**src/sv/battery_charge_state_machine_defines.svh**
```systemverilog
// assertion macros shared by the battery charge block
`ifndef BATTERY_CHARGE_STATE_MACHINE_DEFINES_SVH
`define BATTERY_CHARGE_STATE_MACHINE_DEFINES_SVH
`ifndef SYNTHESIS
`define BCSM_ASSERT_IMP(lbl, clk, rst_n, ante, cons) \
	lbl: assert property (@(posedge clk) disable iff (!rst_n) (ante) |-> (cons)) \
		else $error("bcsm assertion failed");
`define BCSM_ASSERT_NXT(lbl, clk, rst_n, ante, cons) \
	lbl: assert property (@(posedge clk) disable iff (!rst_n) (ante) |=> (cons)) \
		else $error("bcsm assertion failed");
`else
`define BCSM_ASSERT_IMP(lbl, clk, rst_n, ante, cons)
`define BCSM_ASSERT_NXT(lbl, clk, rst_n, ante, cons)
`endif
`endif

```
**src/sv/bcsm_pkg.sv**
```systemverilog
package bcsm_pkg;

	// mode codes as seen on the result
	localparam logic [1:0] MODE_IDLE = 2'd0;
	localparam logic [1:0] MODE_PRE  = 2'd1;
	localparam logic [1:0] MODE_CHG  = 2'd2;
	localparam logic [1:0] MODE_DIS  = 2'd3;

	// delay classes
	localparam logic [1:0] DLY_NONE = 2'd0;
	localparam logic [1:0] DLY_IDLE = 2'd1;
	localparam logic [1:0] DLY_CHG  = 2'd2;
	localparam logic [1:0] DLY_DIS  = 2'd3;

	// configuration register indexes
	localparam logic [2:0] CFG_CHG_TMIN   = 3'd0;
	localparam logic [2:0] CFG_START_TMAX = 3'd1;
	localparam logic [2:0] CFG_CHG_TMAX   = 3'd2;
	localparam logic [2:0] CFG_DIS_TMAX   = 3'd3;
	localparam logic [2:0] CFG_LOW_PCT    = 3'd4;
	localparam logic [2:0] CFG_NOTIFY_US  = 3'd5;
	localparam logic [2:0] CFG_CHG_MASK   = 3'd6;
	localparam logic [2:0] CFG_DIS_MASK   = 3'd7;

	localparam logic [7:0] FULL_PERCENT = 8'd100;

	// deci-kelvin to celsius: offset and reciprocal of ten
	localparam logic [15:0] DK_OFFSET   = 16'd2731;
	localparam logic [16:0] RECIP_TEN   = 17'd104858;
	localparam int          RECIP_SHIFT = 20;

	typedef logic signed [13:0] temp_c_t;
	typedef logic signed [8:0]  cfg_temp_t;

	typedef enum logic [3:0] {
		ST_IDLE = 4'b0001,
		ST_PRE  = 4'b0010,
		ST_CHG  = 4'b0100,
		ST_DIS  = 4'b1000
	} state_t;

	typedef struct packed {
		cfg_temp_t   chg_tmin;
		cfg_temp_t   start_tmax;
		cfg_temp_t   chg_tmax;
		cfg_temp_t   dis_tmax;
		logic [6:0]  low_pct;
		logic [31:0] notify_us;
		logic [15:0] chg_mask;
		logic [15:0] dis_mask;
	} cfg_t;

	typedef struct packed {
		logic        ac_present;
		logic        host_on;
		logic        temp_valid;
		temp_c_t     temp_c;
		logic        status_valid;
		logic [15:0] alarm_bits;
		logic        charge_valid;
		logic [7:0]  charge_percent;
		logic        charger_fault;
		logic [63:0] now_us;
	} item_t;

	typedef struct packed {
		logic [1:0] mode;
		logic       charger_on;
		logic       power_off;
		logic       low_notice;
		logic [1:0] delay_class;
	} result_t;

endpackage

```
**src/sv/bcsm_cfg_regs.sv**
```systemverilog
module bcsm_cfg_regs (
	input  logic             clk,
	input  logic             arst_n,
	input  logic             cfg_wr_en,
	input  logic [2:0]       cfg_idx,
	input  logic [31:0]      cfg_wr_data,
	output bcsm_pkg::cfg_t   cfg
);

	bcsm_pkg::cfg_t cfg_q;

	always_ff @(posedge clk or negedge arst_n) begin
		if (!arst_n) begin
			cfg_q.chg_tmin   <= 9'sd5;
			cfg_q.start_tmax <= 9'sd40;
			cfg_q.chg_tmax   <= 9'sd60;
			cfg_q.dis_tmax   <= 9'sd70;
			cfg_q.low_pct    <= 7'd10;
			cfg_q.notify_us  <= 32'd60000000;
			cfg_q.chg_mask   <= 16'hD000;
			cfg_q.dis_mask   <= 16'h1800;
		end else if (cfg_wr_en) begin
			case (cfg_idx)
				bcsm_pkg::CFG_CHG_TMIN:   cfg_q.chg_tmin   <= cfg_wr_data[8:0];
				bcsm_pkg::CFG_START_TMAX: cfg_q.start_tmax <= cfg_wr_data[8:0];
				bcsm_pkg::CFG_CHG_TMAX:   cfg_q.chg_tmax   <= cfg_wr_data[8:0];
				bcsm_pkg::CFG_DIS_TMAX:   cfg_q.dis_tmax   <= cfg_wr_data[8:0];
				bcsm_pkg::CFG_LOW_PCT:    cfg_q.low_pct    <= cfg_wr_data[6:0];
				bcsm_pkg::CFG_NOTIFY_US:  cfg_q.notify_us  <= cfg_wr_data;
				bcsm_pkg::CFG_CHG_MASK:   cfg_q.chg_mask   <= cfg_wr_data[15:0];
				bcsm_pkg::CFG_DIS_MASK:   cfg_q.dis_mask   <= cfg_wr_data[15:0];
				default: ;
			endcase
		end
	end

	assign cfg = cfg_q;

endmodule

```
**src/sv/bcsm_temp_conv.sv**
```systemverilog
module bcsm_temp_conv (
	input  logic [15:0]         temp_dk,
	output bcsm_pkg::temp_c_t   temp_c
);

	logic        neg;
	logic [15:0] mag;
	logic [32:0] prod;
	logic [12:0] quo;

	// truncation toward zero: divide the magnitude, then restore the sign
	always_comb begin
		neg    = temp_dk < bcsm_pkg::DK_OFFSET;
		mag    = neg ? (bcsm_pkg::DK_OFFSET - temp_dk) : (temp_dk - bcsm_pkg::DK_OFFSET);
		prod   = 33'(mag) * 33'(bcsm_pkg::RECIP_TEN);
		quo    = prod[bcsm_pkg::RECIP_SHIFT +: 13];
		temp_c = neg ? -$signed({1'b0, quo}) : $signed({1'b0, quo});
	end

endmodule

```
**src/sv/bcsm_core.sv**
```systemverilog
module bcsm_core (
	input  logic                clk,
	input  logic                arst_n,
	input  logic                adv,
	input  bcsm_pkg::item_t     item,
	input  bcsm_pkg::cfg_t      cfg,
	output bcsm_pkg::result_t   res
);

	bcsm_pkg::state_t  state_q, state_n;
	logic              chg_q, chg_n;
	logic [63:0]       last_q, last_n;
	bcsm_pkg::result_t res_q, res_n;

	bcsm_pkg::temp_c_t tmin, tstart, tchg, tdis;
	logic              in_start, in_chg, hot_dis, alarm_c, alarm_d, low_chg, notice_due;
	logic [63:0]       elapsed;
	logic [1:0]        dly;
	logic              poff, note;

	always_comb begin
		tmin       = bcsm_pkg::temp_c_t'(cfg.chg_tmin);
		tstart     = bcsm_pkg::temp_c_t'(cfg.start_tmax);
		tchg       = bcsm_pkg::temp_c_t'(cfg.chg_tmax);
		tdis       = bcsm_pkg::temp_c_t'(cfg.dis_tmax);
		in_start   = (item.temp_c > tmin) && (item.temp_c < tstart);
		in_chg     = (item.temp_c > tmin) && (item.temp_c < tchg);
		hot_dis    = item.temp_valid && !(item.temp_c < tdis);
		alarm_c    = (item.alarm_bits & cfg.chg_mask) != 16'd0;
		alarm_d    = item.status_valid && ((item.alarm_bits & cfg.dis_mask) != 16'd0);
		low_chg    = item.charge_valid && (item.charge_percent < {1'b0, cfg.low_pct});
		elapsed    = item.now_us - last_q;
		notice_due = item.host_on && (elapsed > {32'd0, cfg.notify_us});

		state_n = bcsm_pkg::ST_IDLE;
		dly     = bcsm_pkg::DLY_IDLE;
		poff    = 1'b0;
		note    = 1'b0;
		chg_n   = chg_q;
		last_n  = last_q;

		case (state_q)
			bcsm_pkg::ST_IDLE: begin
				if (!item.ac_present) begin
					if (item.host_on) begin
						state_n = bcsm_pkg::ST_DIS;
						dly     = bcsm_pkg::DLY_NONE;
					end else begin
						chg_n = 1'b1;
					end
				end else if (!item.temp_valid) begin
					chg_n   = 1'b1;
					state_n = bcsm_pkg::ST_PRE;
				end else if (!in_start) begin
					chg_n = 1'b0;
				end else if (!item.status_valid || alarm_c) begin
					chg_n = 1'b0;
				end else if (item.charge_valid && item.charge_percent < bcsm_pkg::FULL_PERCENT) begin
					chg_n   = 1'b1;
					state_n = bcsm_pkg::ST_CHG;
				end
			end
			bcsm_pkg::ST_PRE: begin
				if (item.ac_present) begin
					if (item.temp_valid) begin
						state_n = bcsm_pkg::ST_CHG;
						dly     = bcsm_pkg::DLY_NONE;
					end else begin
						state_n = bcsm_pkg::ST_PRE;
					end
				end
			end
			bcsm_pkg::ST_CHG: begin
				if (item.ac_present) begin
					if (!item.temp_valid || !in_chg) begin
						chg_n = 1'b0;
					end else if (!item.status_valid || alarm_c) begin
						chg_n = 1'b0;
					end else if (item.charger_fault) begin
						chg_n = 1'b0;
					end else begin
						state_n = bcsm_pkg::ST_CHG;
						dly     = bcsm_pkg::DLY_CHG;
					end
				end
			end
			bcsm_pkg::ST_DIS: begin
				if (!item.ac_present) begin
					if (hot_dis || alarm_d) begin
						chg_n = 1'b0;
						poff  = item.host_on;
					end else if (low_chg) begin
						if (notice_due) begin
							note   = 1'b1;
							last_n = item.now_us;
						end
						state_n = bcsm_pkg::ST_DIS;
						dly     = bcsm_pkg::DLY_NONE;
					end else begin
						state_n = bcsm_pkg::ST_DIS;
						dly     = bcsm_pkg::DLY_DIS;
					end
				end
			end
			default: ;
		endcase

		case (state_n)
			bcsm_pkg::ST_PRE: res_n.mode = bcsm_pkg::MODE_PRE;
			bcsm_pkg::ST_CHG: res_n.mode = bcsm_pkg::MODE_CHG;
			bcsm_pkg::ST_DIS: res_n.mode = bcsm_pkg::MODE_DIS;
			default:          res_n.mode = bcsm_pkg::MODE_IDLE;
		endcase
		res_n.charger_on  = chg_n;
		res_n.power_off   = poff;
		res_n.low_notice  = note;
		res_n.delay_class = dly;
	end

	always_ff @(posedge clk or negedge arst_n) begin
		if (!arst_n) begin
			state_q <= bcsm_pkg::ST_IDLE;
			chg_q   <= 1'b0;
			last_q  <= 64'd0;
		end else if (adv) begin
			state_q <= state_n;
			chg_q   <= chg_n;
			last_q  <= last_n;
		end
	end

	// result payload, qualified by the valid flag in the top level
	always_ff @(posedge clk) begin
		if (adv) begin
			res_q <= res_n;
		end
	end

	assign res = res_q;

endmodule

```
**src/sv/battery_charge_state_machine.sv**
```systemverilog
// Battery charge mode controller. Each input transfer is one evaluation tick carrying AC and
// host power, battery temperature in deci-kelvin, alarm word, state of charge, charger fault
// and the microsecond time; each tick yields exactly one result transfer with the new mode,
// the charger enable level, a power-off request, a rate-limited low battery notice and the
// wait class that should follow. Throughput is one tick per clock while the result channel is
// not stalled; a tick passes through the input register (temperature converted to Celsius on
// the way in) and then the result register after the decision logic. Limits, alarm
// masks and the notice interval sit in a write-only register file; write it only while no
// tick is in flight.
`include "battery_charge_state_machine_defines.svh"

module battery_charge_state_machine (
	input  logic        clk,
	input  logic        arst_n,

	// configuration write port
	input  logic        cfg_wr_en,
	input  logic [2:0]  cfg_idx,
	input  logic [31:0] cfg_wr_data,

	// tick input channel
	input  logic        in_valid,
	output logic        in_stall,
	input  logic        ac_present,
	input  logic        host_on,
	input  logic        temp_valid,
	input  logic [15:0] temp_dk,
	input  logic        status_valid,
	input  logic [15:0] alarm_bits,
	input  logic        charge_valid,
	input  logic [7:0]  charge_percent,
	input  logic        charger_fault,
	input  logic [63:0] now_us,

	// result channel
	output logic        out_valid,
	input  logic        out_stall,
	output logic [1:0]  mode,
	output logic        charger_on,
	output logic        power_off,
	output logic        low_notice,
	output logic [1:0]  delay_class
);

	bcsm_pkg::cfg_t    cfg;
	bcsm_pkg::temp_c_t temp_c;
	bcsm_pkg::item_t   item_in;
	bcsm_pkg::item_t   item_s1;
	logic              valid_s1;
	logic              out_valid_q;
	logic              adv;
	logic              in_xfer;
	bcsm_pkg::result_t res;

	bcsm_cfg_regs u_cfg (
		.clk         (clk),
		.arst_n      (arst_n),
		.cfg_wr_en   (cfg_wr_en),
		.cfg_idx     (cfg_idx),
		.cfg_wr_data (cfg_wr_data),
		.cfg         (cfg)
	);

	// celsius conversion ahead of the input register keeps the multiply off the decision path
	bcsm_temp_conv u_temp (
		.temp_dk (temp_dk),
		.temp_c  (temp_c)
	);

	always_comb begin
		item_in.ac_present     = ac_present;
		item_in.host_on        = host_on;
		item_in.temp_valid     = temp_valid;
		item_in.temp_c         = temp_c;
		item_in.status_valid   = status_valid;
		item_in.alarm_bits     = alarm_bits;
		item_in.charge_valid   = charge_valid;
		item_in.charge_percent = charge_percent;
		item_in.charger_fault  = charger_fault;
		item_in.now_us         = now_us;
	end

	// the held tick moves into the result register whenever that register is free or draining
	assign adv      = valid_s1 && (!out_valid_q || !out_stall);
	// input stage frees itself in the same cycle it advances, so back-to-back transfers flow
	assign in_stall = valid_s1 && !adv;
	assign in_xfer  = in_valid && !in_stall;

	always_ff @(posedge clk or negedge arst_n) begin
		if (!arst_n) begin
			valid_s1 <= 1'b0;
		end else if (in_xfer) begin
			valid_s1 <= 1'b1;
		end else if (adv) begin
			valid_s1 <= 1'b0;
		end
	end

	always_ff @(posedge clk) begin
		if (in_xfer) begin
			item_s1 <= item_in;
		end
	end

	// decision logic, mode state, charger level and last notice time
	bcsm_core u_core (
		.clk    (clk),
		.arst_n (arst_n),
		.adv    (adv),
		.item   (item_s1),
		.cfg    (cfg),
		.res    (res)
	);

	always_ff @(posedge clk or negedge arst_n) begin
		if (!arst_n) begin
			out_valid_q <= 1'b0;
		end else if (adv) begin
			out_valid_q <= 1'b1;
		end else if (!out_stall) begin
			out_valid_q <= 1'b0;
		end
	end

	assign out_valid   = out_valid_q;
	assign mode        = res.mode;
	assign charger_on  = res.charger_on;
	assign power_off   = res.power_off;
	assign low_notice  = res.low_notice;
	assign delay_class = res.delay_class;

	// a power-off request only comes out of the forced-off path, which lands in idle with charger off
	`BCSM_ASSERT_IMP(a_poff_idle, clk, arst_n, out_valid && power_off, (mode == bcsm_pkg::MODE_IDLE) && !charger_on)
	// a low notice only comes from the low-charge discharge path
	`BCSM_ASSERT_IMP(a_notice_dis, clk, arst_n, out_valid && low_notice, (mode == bcsm_pkg::MODE_DIS) && (delay_class == bcsm_pkg::DLY_NONE))
	// the charging wait class only follows a tick that stays in charging
	`BCSM_ASSERT_IMP(a_chg_dly, clk, arst_n, out_valid && (delay_class == bcsm_pkg::DLY_CHG), mode == bcsm_pkg::MODE_CHG)
	// an advancing tick always shows up as a result in the next cycle
	`BCSM_ASSERT_NXT(a_adv_out, clk, arst_n, adv, out_valid)

endmodule
```
**config.mk**
```make
export PLATFORM = sky130hd
export DESIGN_NAME = battery_charge_state_machine
export DESIGN_NICKNAME = d
export VERILOG_FILES = /design/src/sv/bcsm_pkg.sv /design/src/sv/bcsm_cfg_regs.sv /design/src/sv/bcsm_temp_conv.sv /design/src/sv/bcsm_core.sv /design/src/sv/battery_charge_state_machine.sv
export VERILOG_INCLUDE_DIRS = /design/src /design/src/sv
export SDC_FILE = /design/constraint.sdc
export NUM_CORES = 1
export LEC_CHECK = 0
export BUFFER_PORTS_ARGS = -buffer_cell sky130_fd_sc_hd__buf_2
export CAP_MARGIN = 10
export CELL_PAD_IN_SITES_DETAIL_PLACEMENT = 1
export CELL_PAD_IN_SITES_GLOBAL_PLACEMENT = 1
export CORE_AREA = 2 2 213 215
export CTS_CLUSTER_SIZE = 20
export DETAILED_ROUTE_END_ITERATION = 7
export DIE_AREA = 0 0 215 217
export PLACE_DENSITY_LB_ADDON = 0.15
export SLEW_MARGIN = 10
export SYNTH_ARGS = -nofsm -noshare
export SYNTH_HDL_FRONTEND = slang
export SYNTH_SLANG_ARGS = --single-unit
export TNS_END_PERCENT = 50
```
**constraint.sdc**
```tcl
create_clock -name clk -period 7.8 [get_ports clk]
set_clock_uncertainty 0.1 [all_clocks]
set_input_delay 1.56 -clock clk [delete_from_list [all_inputs] [get_ports clk]]
set_output_delay 1.56 -clock clk [all_outputs]
set_load 0.1 [all_outputs]
```
==> metrics.csv <==
metric,value,unit
Syn Nets,2826,
DRC viols,0,
synthesis-to-layout area growth,20.0,%
Worst Hold Class,reg -> reg,
Synth async-reset ratio,60.8,%
met2 global-route usage,61.6,%
most used routing layer,met2,
CP peak stage delay,0.51,ns
final WL,79200,microns
GRT Total Usage,33.8,%
wire length per cell,24.3,microns
Synth top area share,16.0,%
dpl cell area,26000,sq um
Fin. Hold Viols,0,
most common cell in the netlist,inv_1,
grt met1 use,41.7,%
crit-path max FO,3,
GRT overflow,0,
GPL Wtd Cong,0.972,
top_reg_cell synth,dfrtp_1,
Post-DP HPWL,60100,microns
fmax,113,MHz
CORE AREA,44700,sq um
Worst Tran Pin Value,1.05,ns
"Seq/Total Area, Yosys",34.0,%
critical path launch point type,input pin,
layout cells sized above 1,26.3,%
drt initial violations,1114,
Inserted Clock Buffers,37,
largest net degree at the start of global routing,118,
Max-cap violations,0,
via-per-instance ratio,5.92,
row count,78,
crit path time final,8.87,ns
drt pass-1 iters,5,
PortBufs,158,
worst path required time,8.01,ns
routing usage on met3,4.23,%
CTS tree,done,
failing checks,negative setup slack,
outcome,"finished, violations left",
post-route ant nets,0,
filler cell count,4908,
Post-Syn Area,23300,sq um
crit end category,register,
yosys warns,0,
critical-path cell with the highest stage delay,fa_1,
Die H,217,microns
top post-synthesis cells by count,"inv_1 (323), ha_1 (288), nand2_1 (157)",
final setup fails,13,
Seq cells post-synth,293,
H-tree depth,2,
Final Instance Area,28000,sq um
count of different cell masters after synthesis,102,
CP Data Arrival Time,9.07,ns
clk slew on worst S/H paths,0.06,ns
final slew viol count,0,
Hold WS,0.382,ns
vias in the first global route,21400,
initial antenna violation count,1,
RSZ-0062 raised after global routing,true,
fin util,62.7,%
Crit Path Class,in -> reg,
Die Footprint,46700,sq um
Syn Area/Cell,10.1,sq um
worst relative slew slack,29.7,%
total clock sinks,293,
post-synthesis cell count,2307,
Die W,215,microns
Synth area leaders,"dfrtp_1 (16%), ha_1 (15%), edfxtp_1 (15%)",
pre-CTS setup slack,-1.90,ns
Final Cycle Share,114,%
CTS max path bufs,3,
"Clk Latency, worst-skew pair",0.58,ns
dominant cell type by area after synthesis,dfrtp_1,
IO Count,159,
global-route wire length before repair,123000,microns
"EDFF count, synth",115,
Post-layout nets,3154,
total number of vias,19300,
starting density of the core,52.2,%
clock root cell,clkbuf_16,
Final WS setup,-1.07,ns
## what timing repair did
action	4_1_cts	5_1_grt
gates resized for setup	95	30
setup endpoints to repair	14	14
setup buffers	26	11
hold buffers	0	0
pin swaps	55	32
## worst max-delay path, delay by kind of cell
kind | cells | cell delay [ns]
adder cells (fa/ha/maj) | 8 | 2.85
XOR/XNOR | 2 | 0.24
buffers and inverters | 7 | 0.56
AND/OR/NAND/NOR | 6 | 1.10
AO/OA/AOI/OAI | 13 | 2.75
## cells by family after synthesis
| group | after synthesis | share of synthesized area [%] |
|---|---|---|
| AOI/OAI and AO/OA | 518 | 14.6 |
| and+or+nand+nor | 498 | 10.7 |
| buffers and inverters | 397 | 7.06 |
| adders and majority gates | 369 | 22.4 |
| DFF | 293 | 34.0 |
| muxes | 152 | 8.27 |
| xor gates and xnor gates | 80 | 3.00 |
## cell usage in the layout (no fill, tap or decap), types with 93 or more instances in the layout
master and instances:
nor2_1 93, ha_1 274, a21oi_1 133, buf_2 152, edfxtp_1 115, nand2_1 153
inv_1 316, o21ai_0 102, dfrtp_1 149, buf_4 191
## final timing paths
kind / from / cells after the start / slack, ns / to
worst max-delay path: temp_dk[0] / 36 / -1.07 / item_s1[102]
worst min-delay path: item_s1[39] / 1 / 0.38 / u_core.last_q[39]
worst max register to register: item_s1[0] / 25 / 0.48 / u_core.last_q[63]
worst min register to register: item_s1[39] / 1 / 0.38 / u_core.last_q[39]
max in group asynchronous: arst_n / 2 / 4.97 / u_core.last_q[54]
min in group asynchronous: arst_n / 1 / 0.96 / u_core.last_q[8]
## per-layer routing
| metal | share of wire (%) | vias to the layer above | routed length, microns |
|---|---|---|---|
| met2 | 51 | 458 | 40700 |
| met3 | 3.7 | 157 | 2930 |
| met5 | 0.016 | - | 13 |
| li1 | - | 8849 | - |
| met1 | 42 | 9873 | 33000 |
| met4 | 3.3 | 2 | 2590 |
## stage by stage
step / instances / setup TNS (ns)
after floorplan: 2307 / -11.66
after global placement: 3162 / -18.32
after detailed placement: 3162 / -20.46
after CTS: 3254 / -8.43
after global routing: 3264 / -13.86
final: 3265 / -10.20
## sequential cells by signal, summed over array words and instances, names as in the netlist
name,count
u_core.state_q,4
u_core.res,7
u_cfg.cfg,107
item_s1,108
valid_s1,1
u_core.last_q,64
out_valid,1
u_core.chg_q,1
## area by class of cell
cell class / instances / area [sq um] / area share (%)
Antenna cell: 1 / 2.50 / 0.00893
Multi-Input combinational cell: 1617 / 14400 / 51.5
Clock inverter: 16 / 183 / 0.652
Clock buffer: 52 / 1020 / 3.65
Sequential cell: 293 / 7940 / 28.3
Tap cell: 600 / 751 / 2.68
Timing Repair Buffer: 363 / 2470 / 8.81
Inverter: 323 / 1210 / 4.34
Power is left out: the tool's default activity adds up to more than one toggle a clock period on the data nets, which glitch-free logic cannot reach.
